**config.mk**
```make
export PLATFORM = sky130hd
export DESIGN_NAME = engine_command_sequencer
export DESIGN_NICKNAME = d
export VERILOG_FILES = /design/src/ecs_pkg.sv /design/src/engine_command_sequencer.sv
export SDC_FILE = /design/constraint.sdc
export NUM_CORES = 1
export LEC_CHECK = 0
export BUFFER_PORTS_ARGS = -buffer_cell sky130_fd_sc_hd__buf_2
export CORE_UTILIZATION = 45
export DETAILED_ROUTE_END_ITERATION = 7
export GPL_ROUTABILITY_DRIVEN = 0
export PLACE_DENSITY = 0.71
export RECOVER_POWER = 100
export SETUP_SLACK_MARGIN = 0.02
export SYNTH_ARGS = -nofsm -noshare
export SYNTH_HDL_FRONTEND = slang
export SYNTH_SLANG_ARGS = --single-unit
```
**constraint.sdc**
```tcl
create_clock -name clk -period 5.1 [get_ports clk]
set_input_delay 0 -clock clk [delete_from_list [all_inputs] [get_ports clk]]
set_output_delay 0 -clock clk [all_outputs]
set_load 0.1 [all_outputs]
```
**src/ecs_pkg.sv**
```systemverilog
// Package for the engine command sequencer: engine modes, command codes,
// valve and packet codes, register indexes and reset values. No dependencies.
package ecs_pkg;

  localparam int MODE_W = 3;
  localparam int CMD_W  = 4;
  localparam int PCT_W  = 7;
  localparam int CNT_W  = 9;

  // Engine modes.
  localparam logic [MODE_W-1:0] M_INIT     = 3'd0;
  localparam logic [MODE_W-1:0] M_SAFE     = 3'd1;
  localparam logic [MODE_W-1:0] M_UNSAFE   = 3'd2;
  localparam logic [MODE_W-1:0] M_IGNITION = 3'd3;
  localparam logic [MODE_W-1:0] M_LAUNCH   = 3'd4;
  localparam logic [MODE_W-1:0] M_ABORT    = 3'd5;

  // Command codes.
  localparam logic [CMD_W-1:0] CMD_ABORT  = 4'd0;
  localparam logic [CMD_W-1:0] CMD_ACK    = 4'd1;
  localparam logic [CMD_W-1:0] CMD_RESET  = 4'd2;
  localparam logic [CMD_W-1:0] CMD_SAFE   = 4'd3;
  localparam logic [CMD_W-1:0] CMD_UNSAFE = 4'd4;
  localparam logic [CMD_W-1:0] CMD_IPA    = 4'd5;
  localparam logic [CMD_W-1:0] CMD_NOS    = 4'd6;
  localparam logic [CMD_W-1:0] CMD_FIRE   = 4'd7;
  localparam logic [CMD_W-1:0] CMD_OPEN   = 4'd8;

  // Item kinds.
  localparam logic ACT_TICK    = 1'b0;
  localparam logic ACT_COMMAND = 1'b1;

  // Valve actions.
  localparam logic [1:0] VA_NONE  = 2'd0;
  localparam logic [1:0] VA_CLOSE = 2'd1;
  localparam logic [1:0] VA_OPEN  = 2'd2;

  // Packet kinds.
  localparam logic [1:0] PKT_NONE   = 2'd0;
  localparam logic [1:0] PKT_TELEM  = 2'd1;
  localparam logic [1:0] PKT_STATUS = 2'd2;

  // Register indexes.
  localparam logic [2:0] CFG_LAUNCH_TIMEOUT = 3'd0;
  localparam logic [2:0] CFG_SILENCE_HALT   = 3'd1;
  localparam logic [2:0] CFG_LINK_RESTART   = 3'd2;
  localparam logic [2:0] CFG_PACKET_PERIOD  = 3'd3;
  localparam logic [2:0] CFG_TELEM_PER_STAT = 3'd4;

  // Register reset values.
  localparam logic [31:0] RST_LAUNCH_TIMEOUT = 32'd1800000;
  localparam logic [31:0] RST_SILENCE_HALT   = 32'd30000;
  localparam logic [31:0] RST_LINK_RESTART   = 32'd3000;
  localparam logic [15:0] RST_PACKET_PERIOD  = 16'd100;
  localparam logic [7:0]  RST_TELEM_PER_STAT = 8'd10;

  // Highest heater duty accepted, in percent.
  localparam logic [15:0] DUTY_LIMIT = 16'd100;

  // One result item as held in the output register.
  typedef struct packed {
    logic [MODE_W-1:0] engine_state;
    logic [1:0]        valve_action;
    logic              ipa_heater_write;
    logic [PCT_W-1:0]  ipa_heater_pct;
    logic              nos_heater_write;
    logic [PCT_W-1:0]  nos_heater_pct;
    logic              fire_igniter;
    logic              send_ack;
    logic              storage_enable;
    logic [1:0]        packet_kind;
    logic              link_restart;
    logic              halted;
  } result_t;

endpackage

```
**src/engine_command_sequencer.sv**
```systemverilog
// Engine command sequencer top level: input register, mode and schedule logic,
// output register. Depends on ecs_pkg.
//
// Usage: each request on the in_ channel is either a time tick (in_action = 0)
// or a validated command (in_action = 1) with a millisecond timestamp. Every
// request yields exactly one result request on the out_ channel carrying the
// engine mode, valve and heater actions, igniter and ack pulses, the logging
// flag, the packet due and the link restart and halt flags.
// A request lands in the input register when it is accepted and passes through
// the update logic into the output register once that register is free.
// Throughput is one request per cycle while the receiver does not stall; the
// mode, silence and packet state update as each request moves on.
// The cfg_ port writes the five timing registers; write them only while no
// request is in flight.
// Reset (rst_n low, synchronous) empties both registers, puts the engine in
// init, clears all timers and flags and loads the register defaults.
// When the receiver stalls, the result holds in the output register, the next
// request waits in the input register, and only then is in_stall raised.
module engine_command_sequencer (
  input  logic                            clk,
  input  logic                            rst_n,
  // Input channel
  input  logic                            in_valid,
  output logic                            in_stall,
  input  logic                            in_action,
  input  logic [ecs_pkg::CMD_W-1:0]       in_command_code,
  input  logic [15:0]                     in_command_value,
  input  logic [31:0]                     in_time_ms,
  // Result channel
  output logic                            out_valid,
  input  logic                            out_stall,
  output logic [ecs_pkg::MODE_W-1:0]      out_engine_state,
  output logic [1:0]                      out_valve_action,
  output logic                            out_ipa_heater_write,
  output logic [ecs_pkg::PCT_W-1:0]       out_ipa_heater_pct,
  output logic                            out_nos_heater_write,
  output logic [ecs_pkg::PCT_W-1:0]       out_nos_heater_pct,
  output logic                            out_fire_igniter,
  output logic                            out_send_ack,
  output logic                            out_storage_enable,
  output logic [1:0]                      out_packet_kind,
  output logic                            out_link_restart,
  output logic                            out_halted,
  // Configuration port
  input  logic                            cfg_wr_en,
  input  logic [2:0]                      cfg_index,
  input  logic [31:0]                     cfg_wdata
);
  import ecs_pkg::*;

  // Configuration registers.
  logic [31:0] launch_timeout_r;
  logic [31:0] silence_halt_r;
  logic [31:0] link_restart_r;
  logic [15:0] packet_period_r;
  logic [7:0]  telem_per_stat_r;

  // Input register.
  logic              in_vld_r;
  logic              in_action_r;
  logic [CMD_W-1:0]  in_code_r;
  logic [15:0]       in_value_r;
  logic [31:0]       in_time_r;

  // Engine state.
  logic [MODE_W-1:0] mode_r, mode_nxt;
  logic [31:0]       last_cmd_r, last_cmd_nxt;
  logic [31:0]       restart_mark_r, restart_mark_nxt;
  logic [31:0]       launch_time_r, launch_time_nxt;
  logic [31:0]       next_pkt_r, next_pkt_nxt;
  logic [CNT_W-1:0]  pkt_cnt_r, pkt_cnt_nxt;
  logic              log_r, log_nxt;
  logic              halt_r, halt_nxt;

  // Output register.
  logic              out_vld_r;
  result_t           res_r, res_nxt;

  // Handshake control.
  logic out_free;
  logic fire;
  logic in_load;

  // Tick compares.
  logic [31:0] silence;
  logic [32:0] restart_sum;
  logic [32:0] launch_sum;
  logic        halt_hit;
  logic        restart_hit;
  logic        pkt_due;
  logic        status_due;
  logic        launch_expired;
  logic        duty_ok;
  logic [MODE_W-1:0] cmd_mode;

  assign out_free = !out_vld_r || !out_stall;
  assign fire     = in_vld_r && out_free;
  assign in_load  = !in_vld_r || fire;
  assign in_stall = !in_load;

  // Configuration writes; unknown indexes are dropped.
  always_ff @(posedge clk) begin
    if (!rst_n) begin
      launch_timeout_r <= RST_LAUNCH_TIMEOUT;
      silence_halt_r   <= RST_SILENCE_HALT;
      link_restart_r   <= RST_LINK_RESTART;
      packet_period_r  <= RST_PACKET_PERIOD;
      telem_per_stat_r <= RST_TELEM_PER_STAT;
    end else if (cfg_wr_en) begin
      case (cfg_index)
        CFG_LAUNCH_TIMEOUT: launch_timeout_r <= cfg_wdata;
        CFG_SILENCE_HALT:   silence_halt_r   <= cfg_wdata;
        CFG_LINK_RESTART:   link_restart_r   <= cfg_wdata;
        CFG_PACKET_PERIOD:  packet_period_r  <= cfg_wdata[15:0];
        CFG_TELEM_PER_STAT: telem_per_stat_r <= cfg_wdata[7:0];
        default: ;
      endcase
    end
  end

  // Input register valid.
  always_ff @(posedge clk) begin
    if (!rst_n) begin
      in_vld_r <= 1'b0;
    end else if (in_load) begin
      in_vld_r <= in_valid;
    end
  end

  // Input register payload.
  always_ff @(posedge clk) begin
    if (in_load && in_valid) begin
      in_action_r <= in_action;
      in_code_r   <= in_command_code;
      in_value_r  <= in_command_value;
      in_time_r   <= in_time_ms;
    end
  end

  // Compares used by ticks and commands, all in parallel.
  assign silence        = in_time_r - last_cmd_r;
  assign restart_sum    = {1'b0, restart_mark_r} + {1'b0, link_restart_r};
  assign launch_sum     = {1'b0, launch_time_r} + {1'b0, launch_timeout_r};
  assign halt_hit       = silence > silence_halt_r;
  assign restart_hit    = {1'b0, silence} > restart_sum;
  assign pkt_due        = next_pkt_r <= in_time_r;
  assign status_due     = pkt_cnt_r > {1'b0, telem_per_stat_r};
  assign launch_expired = {1'b0, in_time_r} > launch_sum;
  assign duty_ok        = in_value_r <= DUTY_LIMIT;
  // An abort command moves to abort before the per-mode rules run.
  assign cmd_mode       = (in_code_r == CMD_ABORT) ? M_ABORT : mode_r;

  // Next state and result for the item in the input register.
  always_comb begin
    mode_nxt         = mode_r;
    last_cmd_nxt     = last_cmd_r;
    restart_mark_nxt = restart_mark_r;
    launch_time_nxt  = launch_time_r;
    next_pkt_nxt     = next_pkt_r;
    pkt_cnt_nxt      = pkt_cnt_r;
    log_nxt          = log_r;
    halt_nxt         = halt_r;
    res_nxt          = '0;

    if (!halt_r) begin
      if (in_action_r == ACT_TICK) begin
        if (halt_hit) begin
          halt_nxt = 1'b1;
        end else begin
          // Link restart after each silence step.
          if (restart_hit) begin
            restart_mark_nxt     = silence;
            res_nxt.link_restart = 1'b1;
          end
          // Telemetry and status packet schedule.
          if (pkt_due) begin
            if (status_due) begin
              pkt_cnt_nxt         = '0;
              res_nxt.packet_kind = PKT_STATUS;
            end else begin
              pkt_cnt_nxt         = pkt_cnt_r + 1'b1;
              res_nxt.packet_kind = PKT_TELEM;
            end
            next_pkt_nxt = in_time_r + {16'd0, packet_period_r};
          end
          // Per-mode tick action.
          case (mode_r)
            M_INIT: begin
              res_nxt.valve_action = VA_CLOSE;
              mode_nxt             = M_SAFE;
            end
            M_UNSAFE, M_IGNITION: ;
            M_LAUNCH: begin
              if (launch_expired) begin
                mode_nxt             = M_ABORT;
                res_nxt.valve_action = VA_CLOSE;
                log_nxt              = 1'b0;
              end
            end
            default: log_nxt = 1'b0;
          endcase
        end
      end else begin
        last_cmd_nxt     = in_time_r;
        restart_mark_nxt = '0;
        mode_nxt         = cmd_mode;
        if (in_code_r == CMD_ABORT) begin
          res_nxt.valve_action = VA_CLOSE;
        end
        if (in_code_r == CMD_ACK) begin
          res_nxt.send_ack = 1'b1;
        end
        // Per-mode command rules.
        case (cmd_mode)
          M_SAFE, M_UNSAFE: begin
            if (in_code_r == CMD_UNSAFE && cmd_mode == M_SAFE) begin
              mode_nxt = M_UNSAFE;
              log_nxt  = 1'b1;
            end else if (in_code_r == CMD_SAFE && cmd_mode == M_UNSAFE) begin
              res_nxt.valve_action = VA_CLOSE;
              mode_nxt             = M_SAFE;
            end else if (in_code_r == CMD_IPA) begin
              res_nxt.ipa_heater_write = duty_ok;
              res_nxt.ipa_heater_pct   = duty_ok ? in_value_r[PCT_W-1:0] : '0;
            end else if (in_code_r == CMD_NOS) begin
              res_nxt.nos_heater_write = duty_ok;
              res_nxt.nos_heater_pct   = duty_ok ? in_value_r[PCT_W-1:0] : '0;
            end else if (in_code_r == CMD_FIRE && cmd_mode == M_UNSAFE) begin
              mode_nxt             = M_IGNITION;
              res_nxt.fire_igniter = 1'b1;
            end
          end
          M_IGNITION: begin
            if (in_code_r == CMD_SAFE) begin
              res_nxt.valve_action = VA_CLOSE;
              mode_nxt             = M_SAFE;
            end else if (in_code_r == CMD_OPEN) begin
              mode_nxt                 = M_LAUNCH;
              res_nxt.valve_action     = VA_OPEN;
              res_nxt.ipa_heater_write = 1'b1;
              res_nxt.nos_heater_write = 1'b1;
              launch_time_nxt          = in_time_r;
            end
          end
          M_LAUNCH: begin
            if (in_code_r == CMD_SAFE) begin
              res_nxt.valve_action = VA_CLOSE;
              mode_nxt             = M_SAFE;
            end
          end
          M_ABORT: begin
            if (in_code_r == CMD_RESET) begin
              mode_nxt = M_SAFE;
            end
          end
          default: ;
        endcase
      end
    end

    res_nxt.engine_state   = mode_nxt;
    res_nxt.storage_enable = log_nxt;
    res_nxt.halted         = halt_nxt;
  end

  // Engine state update, one item per cycle while the output register is free.
  always_ff @(posedge clk) begin
    if (!rst_n) begin
      mode_r         <= M_INIT;
      last_cmd_r     <= '0;
      restart_mark_r <= '0;
      launch_time_r  <= '0;
      next_pkt_r     <= '0;
      pkt_cnt_r      <= '0;
      log_r          <= 1'b0;
      halt_r         <= 1'b0;
    end else if (fire) begin
      mode_r         <= mode_nxt;
      last_cmd_r     <= last_cmd_nxt;
      restart_mark_r <= restart_mark_nxt;
      launch_time_r  <= launch_time_nxt;
      next_pkt_r     <= next_pkt_nxt;
      pkt_cnt_r      <= pkt_cnt_nxt;
      log_r          <= log_nxt;
      halt_r         <= halt_nxt;
    end
  end

  // Output register valid.
  always_ff @(posedge clk) begin
    if (!rst_n) begin
      out_vld_r <= 1'b0;
    end else if (out_free) begin
      out_vld_r <= in_vld_r;
    end
  end

  // Output register payload.
  always_ff @(posedge clk) begin
    if (fire) begin
      res_r <= res_nxt;
    end
  end

  assign out_valid            = out_vld_r;
  assign out_engine_state     = res_r.engine_state;
  assign out_valve_action     = res_r.valve_action;
  assign out_ipa_heater_write = res_r.ipa_heater_write;
  assign out_ipa_heater_pct   = res_r.ipa_heater_pct;
  assign out_nos_heater_write = res_r.nos_heater_write;
  assign out_nos_heater_pct   = res_r.nos_heater_pct;
  assign out_fire_igniter     = res_r.fire_igniter;
  assign out_send_ack         = res_r.send_ack;
  assign out_storage_enable   = res_r.storage_enable;
  assign out_packet_kind      = res_r.packet_kind;
  assign out_link_restart     = res_r.link_restart;
  assign out_halted           = res_r.halted;

endmodule

```
==> flow_summary.ini, run 1 <==
[yosys]
synth_top_area_frac = 0.254
yosysWarnings = 0
synth.area.top_cells = dfxtp_1 25%, ha_1 15%, edfxtp_1 12%, nand2_1 8.1%, a21oi_1 7.5%
syn_nets = 2800
synth_area_leader_cell = dfxtp_1
yosysUniqueCellTypes = 80
synth.avg_cell_area_um2 = 8.49
synth_commonest_cells = 451 x nand2_1, 313 x a21oi_1, 264 x dfxtp_1, 248 x ha_1, 139 x inv_1
syn_area_um2 = 20800
synth-seq-cells = 345
synth-async-reset-ratio = 0
synth_edf_count = 81
netlist_instances = 2455
synth_ff_type = dfxtp_1
ys_seq_area_frac = 0.370
synth_most_common_cell = nand2_1

[setup_path]
cp-start-kind = register
critPathKind = register to register
critPathMaxFanout = 6
worstSetupEndpointType = register
worst_ep_required_time_ns = 5.59
worstPathArrival_ns = 6.12

[route]
viasPerCell = 5.66
routed_wirelength_um = 63500
drt_iter0_markers = 1663
drtAntennaViolNets = 0
drc_errors = 1
wl_per_cell_um = 18.2
dr.pass1.iters = 7
vias = 19700

[status]
status = finished with violations
violations = DRC, setup timing

[floorplanning]
ioPinCount = 123
die_w_um = 217
core-area_um2 = 45500
core.rowCount = 78
die_y_um = 217
start_util = 0.458
die-area_um2 = 47200

[sta]
final-setup-viol-count = 82
finalCritPeriodShare = 1.11
timing.final.ws_setup_ns = -0.536
grt_setup_unrepaired = yes
period_minus_slack_ns = 5.64
relSlewSlack = 0.251
fmax_ghz = 0.177
tightest_slew_ns = 1.12
skew_ns = 0.0226
drv_slew = 0
hold_viol_final = 0
totalNegativeSetupSlack_ns = -31.04
hold_ws_ns = 0.0567

[grt]
grt_max_degree = 87
grt_first_pass_wirelength_um = 97500
overflow = 0
track_usage = 0.260
grt_pass1_vias = 18900
antenna_found_initial = 0

[pwr]
pwr-share-seq = 0.397
vdd_ir_drop_max_mv = 0.248
p_per_area_nw_per_um2 = 282
intPower_mw = 5.31
total_power_mw = 7.49
netSwitchingPower_mw = 2.18
comb_power_share = 0.215
p_leak_nw = 11.4
power.clock.fraction = 0.387
switching_share = 0.291

[clock_network]
cts_htree_levels = 2
clock-sinks = 345
clkTransAtPathRegs_ns = 0.06
clk_latency_ns = 0.57
cts-root-buf = clkbuf_16
clk_path_buf_depth = 3
cts_buffers = 40
cts_tree = done

[layout]
fill_cells = 3877
fin_nets = 3192
utilization = 0.584
areaGrowthSynthToFinish_pct = 27.6
drive_gt1_frac = 0.177
antenna-diode-count = 0

[worst_hold_path]
hold_path.class = input pin to register

[placement]
port-buffer-count = 122
place_ws_ns = -0.790
hpwlAfterDp_um = 45200

[job]
maxCapViolCount = 0
## cell type report
cell class | count | area (um^2) | share of cell area
sequential | 345 | 7720 | 0.290
tap | 600 | 751 | 0.0282
timing repair buffer | 431 | 3400 | 0.128
clock buffer | 58 | 1140 | 0.0429
inverter | 140 | 533 | 0.0201
clock inverter | 15 | 166 | 0.00626
multi-input combinational | 1889 | 12900 | 0.484
## cells in the final DEF (no fill, tap or decap), types with 23 or more instances in the layout
| master | synthesis | final |
|---|---|---|
| inv_1 | 139 | 137 |
| xor2_1 | 39 | 39 |
| buf_2 | 4 | 116 |
| dlygate4sd3_1 | 0 | 90 |
| nor2b_1 | 28 | 27 |
| o21ai_0 | 66 | 62 |
| nor2_1 | 126 | 119 |
| a22o_1 | 30 | 30 |
| a21oi_1 | 313 | 297 |
| nor3_1 | 25 | 23 |
| buf_4 | 0 | 194 |
| edfxtp_1 | 81 | 81 |
| a21o_1 | 83 | 83 |
| nand2_1 | 451 | 446 |
| xnor2_1 | 76 | 71 |
| dfxtp_1 | 264 | 262 |
| nand3_1 | 66 | 65 |
| nand4_1 | 35 | 35 |
| ha_1 | 248 | 243 |
| clkbuf_16 | 0 | 47 |
## critical path, stage by stage, from the launching register on
cell and delay [ns]:
edfxtp_1 0.39, inv_2 0.10, ha_4 0.14, inv_4 0.03, fa_2 0.33, a21o_1 0.18
a311o_1 0.30, and4_4 0.20, o2111ai_4 0.23, a31oi_4 0.14, a2111oi_4 0.37, buf_4 0.20
o31ai_4 0.08, a311oi_2 0.33, xnor2_2 0.12, ha_1 0.29, nand4_1 0.17, nor4bb_4 0.36
buf_4 0.16, nand4_1 0.09, o21ai_2 0.12, nand2_2 0.09, a211o_1 0.25, or2_4 0.26
or4_1 0.44, a21oi_1 0.17
## final timing paths
kind                                                  start                          endpoint  slack (ns)  depth (start not counted)
worst max register to register       in_time_r[0]$_DFFE_PP_         pkt_cnt_r[7]$_SDFFE_PN0P_       -0.54                         25
worst max-delay path                 in_time_r[0]$_DFFE_PP_         pkt_cnt_r[7]$_SDFFE_PN0P_       -0.54                         25
worst min register to register  last_cmd_r[29]$_SDFFE_PN0P_       last_cmd_r[29]$_SDFFE_PN0P_        0.45                          2
worst min-delay path                                  rst_n  launch_timeout_r[6]$_SDFFE_PN1P_        0.06                          3
## cell families (layout without fill, tap and decap cells)
family | after synthesis | after routing | synth area share
xor gates and xnor gates | 115 | 115 | 0.0483
AOI/OAI and AO/OA | 669 | 669 | 0.203
muxes | 7 | 7 | 0.00342
adders and majority gates | 252 | 252 | 0.153
buffers and inverters | 224 | 644 | 0.0410
DFF | 345 | 345 | 0.370
and+or+nand+nor | 843 | 846 | 0.181
## power groups by stage
stage | clock (mW) | combinational, mW | sequential [mW]
detailed placement | 0 | 1.35 | 3.03
finish | 2.90 | 1.61 | 2.97
floorplan | 0 | 0.771 | 3.09
CTS | 2.94 | 1.51 | 2.97
global route | 3.04 | 1.74 | 2.98
global placement | 0 | 1.30 | 3.03
## routing by layer
| layer | part of all wire | vias up | global-route usage |
|---|---|---|---|
| li1 | - | 9497 | - |
| met1 | 0.43 | 9281 | 0.345 |
| met2 | 0.45 | 733 | 0.421 |
| met3 | 0.072 | 159 | 0.0400 |
| met4 | 0.040 | 0 | 0.104 |
| met5 | 0 | - | 0 |
## through the flow
| step | instances | instance area (um^2) |
|---|---|---|
| floorplan | 2455 | 20900 |
| global placement | 3281 | 23400 |
| detailed placement | 3281 | 23400 |
| CTS | 3466 | 26100 |
| global route | 3478 | 26600 |
| finish | 3478 | 26600 |
## sequential cells by signal (all words and copies together), names as in the netlist, 16 cells and up
name / flops
in_time_r: 32
in_value_r: 16
launch_time_r: 32
silence_halt_r: 32
launch_timeout_r: 32
next_pkt_r: 32
last_cmd_r: 32
packet_period_r: 16
link_restart_r: 32
restart_mark_r: 32
## what timing repair did
action,in CTS,in global routing
pin swaps,72,55
endpoints found under the setup margin,83,83
gates resized for setup,65,58
endpoints found under the hold margin,175,0
hold buffers,90,0
setup buffers,18,9
gates cloned,6,5
Note: power is estimated with default switching activity, not from simulation.
==> run 2, diff against run 1 <==
--- a/config.mk
+++ b/config.mk
@@ -11,7 +11,7 @@
 export GPL_ROUTABILITY_DRIVEN = 0
 export PLACE_DENSITY = 0.71
 export RECOVER_POWER = 100
-export SETUP_SLACK_MARGIN = 0.02
+export SKIP_CTS_REPAIR_TIMING = 1
 export SYNTH_ARGS = -nofsm -noshare
 export SYNTH_HDL_FRONTEND = slang
 export SYNTH_SLANG_ARGS = --single-unit
==> flow_summary.ini, run 2 (same netlist as run 1, synthesis figures left out) <==
[setup_path]
crit_slowest_cell = or4_1
worstSetupEndpointType = register
reg2reg_slack_ns = -0.60
max_stage_delay_ns = 0.43
cp-start-kind = register
worstPathArrival_ns = 6.19
r2r_start = in_time_r[0]$_DFFE_PP_
critPathKind = register to register
ff2ff_path_depth = 25
critPathMaxFanout = 6
r2r_end = pkt_cnt_r[7]$_SDFFE_PN0P_
worst_ep_required_time_ns = 5.59

[layout]
most-common-layout-cells = 449 x nand2_1, 303 x a21oi_1, 262 x dfxtp_1, 245 x ha_1, 194 x buf_4
antenna-diode-count = 0
areaGrowthSynthToFinish_pct = 26.2
fin_nets = 3186
utilization = 0.578
final_cells = 3472
postLayoutCellArea_um2 = 26300
final_common_cell = nand2_1
drive_gt1_frac = 0.165

[worst_hold_path]
hold_start = rst_n
whs_path_depth = 3
hold_path.class = input pin to register
holdPathEnd = launch_timeout_r[6]$_SDFFE_PN1P_

[grt]
grt_pass1_vias = 18200
track_usage = 0.250
antenna_found_initial = 0
grt_first_pass_wirelength_um = 94000
grt_max_degree = 87
overflow = 0

[floorplanning]
ioPinCount = 123
die_y_um = 217
start_util = 0.458
core-area_um2 = 45500
core.rowCount = 78
die_w_um = 217
die-area_um2 = 47200

[sta]
skew_ns = 0.0240
totalNegativeSetupSlack_ns = -33.70
finalCritPeriodShare = 1.12
drv_slew = 0
period_minus_slack_ns = 5.70
relSlewSlack = 0.247
hold_ws_ns = 0.0518
final-setup-viol-count = 83
timing.final.ws_setup_ns = -0.597
hold_viol_final = 0
tightest_slew_ns = 1.13
fmax_ghz = 0.176
grt_setup_unrepaired = yes

[route]
dr.pass1.iters = 5
drt_iter0_markers = 1627
routed_wirelength_um = 62700
wl_per_cell_um = 18.0
vias = 19600
drtAntennaViolNets = 0
drc_errors = 0
viasPerCell = 5.65

[placement]
place_inst = 3281
hpwlAfterDp_um = 45200
dpl_cell_area_um2 = 23400
port-buffer-count = 122

[status]
violations = setup timing
status = finished with violations

[clock_network]
clock-sinks = 345
clkTransAtPathRegs_ns = 0.06
cts_htree_levels = 2
clk_path_buf_depth = 3
cts_buffers = 40
cts-root-buf = clkbuf_16
clk_latency_ns = 0.57
cts_tree = done

[pwr]
vdd_ir_drop_max_mv = 0.247
p_per_area_nw_per_um2 = 282
p_leak_nw = 11.3

[job]
maxCapViolCount = 0
run 2: cell count changes in the layout (fill, tap and decap cells not counted), moves of 3 or more:
cell,before,now
dlygate4sd3_1,90,94
buf_6,11,6
a211oi_2,12,6
a21oi_1,297,303
nand2_4,4,1
a211oi_1,16,22
nand2_1,446,449
a21oi_2,15,9
run 2: metrics by stage:
step / power, mW / setup WS [ns]
floorplan: 3.86 / -0.348
global placement: 4.33 / -0.718
detailed placement: 4.38 / -0.790
CTS: 7.27 / -0.838
global route: 7.70 / -0.829
finish: 7.41 / -0.597
run 2: worst max path at each step:
stage                     cells past startpoint              startpoint                               to  slack, ns
after floorplan                              26  in_time_r[0]$_DFFE_PP_  restart_mark_r[25]$_SDFFE_PN0P_      -0.35
after global placement                       24  in_time_r[0]$_DFFE_PP_        pkt_cnt_r[5]$_SDFFE_PN0P_      -0.72
after detailed placement                     24  in_time_r[0]$_DFFE_PP_        pkt_cnt_r[5]$_SDFFE_PN0P_      -0.79
after CTS                                    24  in_time_r[0]$_DFFE_PP_        pkt_cnt_r[5]$_SDFFE_PN0P_      -0.84
after global routing                         25  in_time_r[0]$_DFFE_PP_        pkt_cnt_r[7]$_SDFFE_PN0P_      -0.83
final                                        25  in_time_r[0]$_DFFE_PP_        pkt_cnt_r[7]$_SDFFE_PN0P_      -0.60
run 2: power by group:
group	leakage (nW)	internal [mW]	switching [mW]	total [mW]
registers	2.92	2.90	0.0746	2.97
clock network	0.631	1.71	1.18	2.89
logic	7.76	0.663	0.884	1.55
total	11.3	5.27	2.14	7.41
run 2: area by class of cell:
class,count,area (um^2)
multi-input cells,1888,12700
clock buffers,58,1140
inverters,140,533
flip-flops and latches,345,7720
clock inverters,15,166
repair buffers,426,3280
well taps,600,751
fillers,3945,19200
run 2: routing by layer:
layer  up-vias  share of wire  track usage
met5         -              0            0
met4         0          0.045       0.0904
met3       170          0.073       0.0352
met2       736           0.45        0.398
met1      9220           0.44        0.343
li1       9489              -            -
run 2: worst max-delay path, delay by kind of cell (launching register included):
family / cells / cell delay [ns]
compound gates: 10 / 2.17
simple gates: 7 / 1.63
fa+ha+maj: 3 / 0.76
buf+inv: 4 / 0.49
flops: 1 / 0.40
xor+xnor: 1 / 0.13
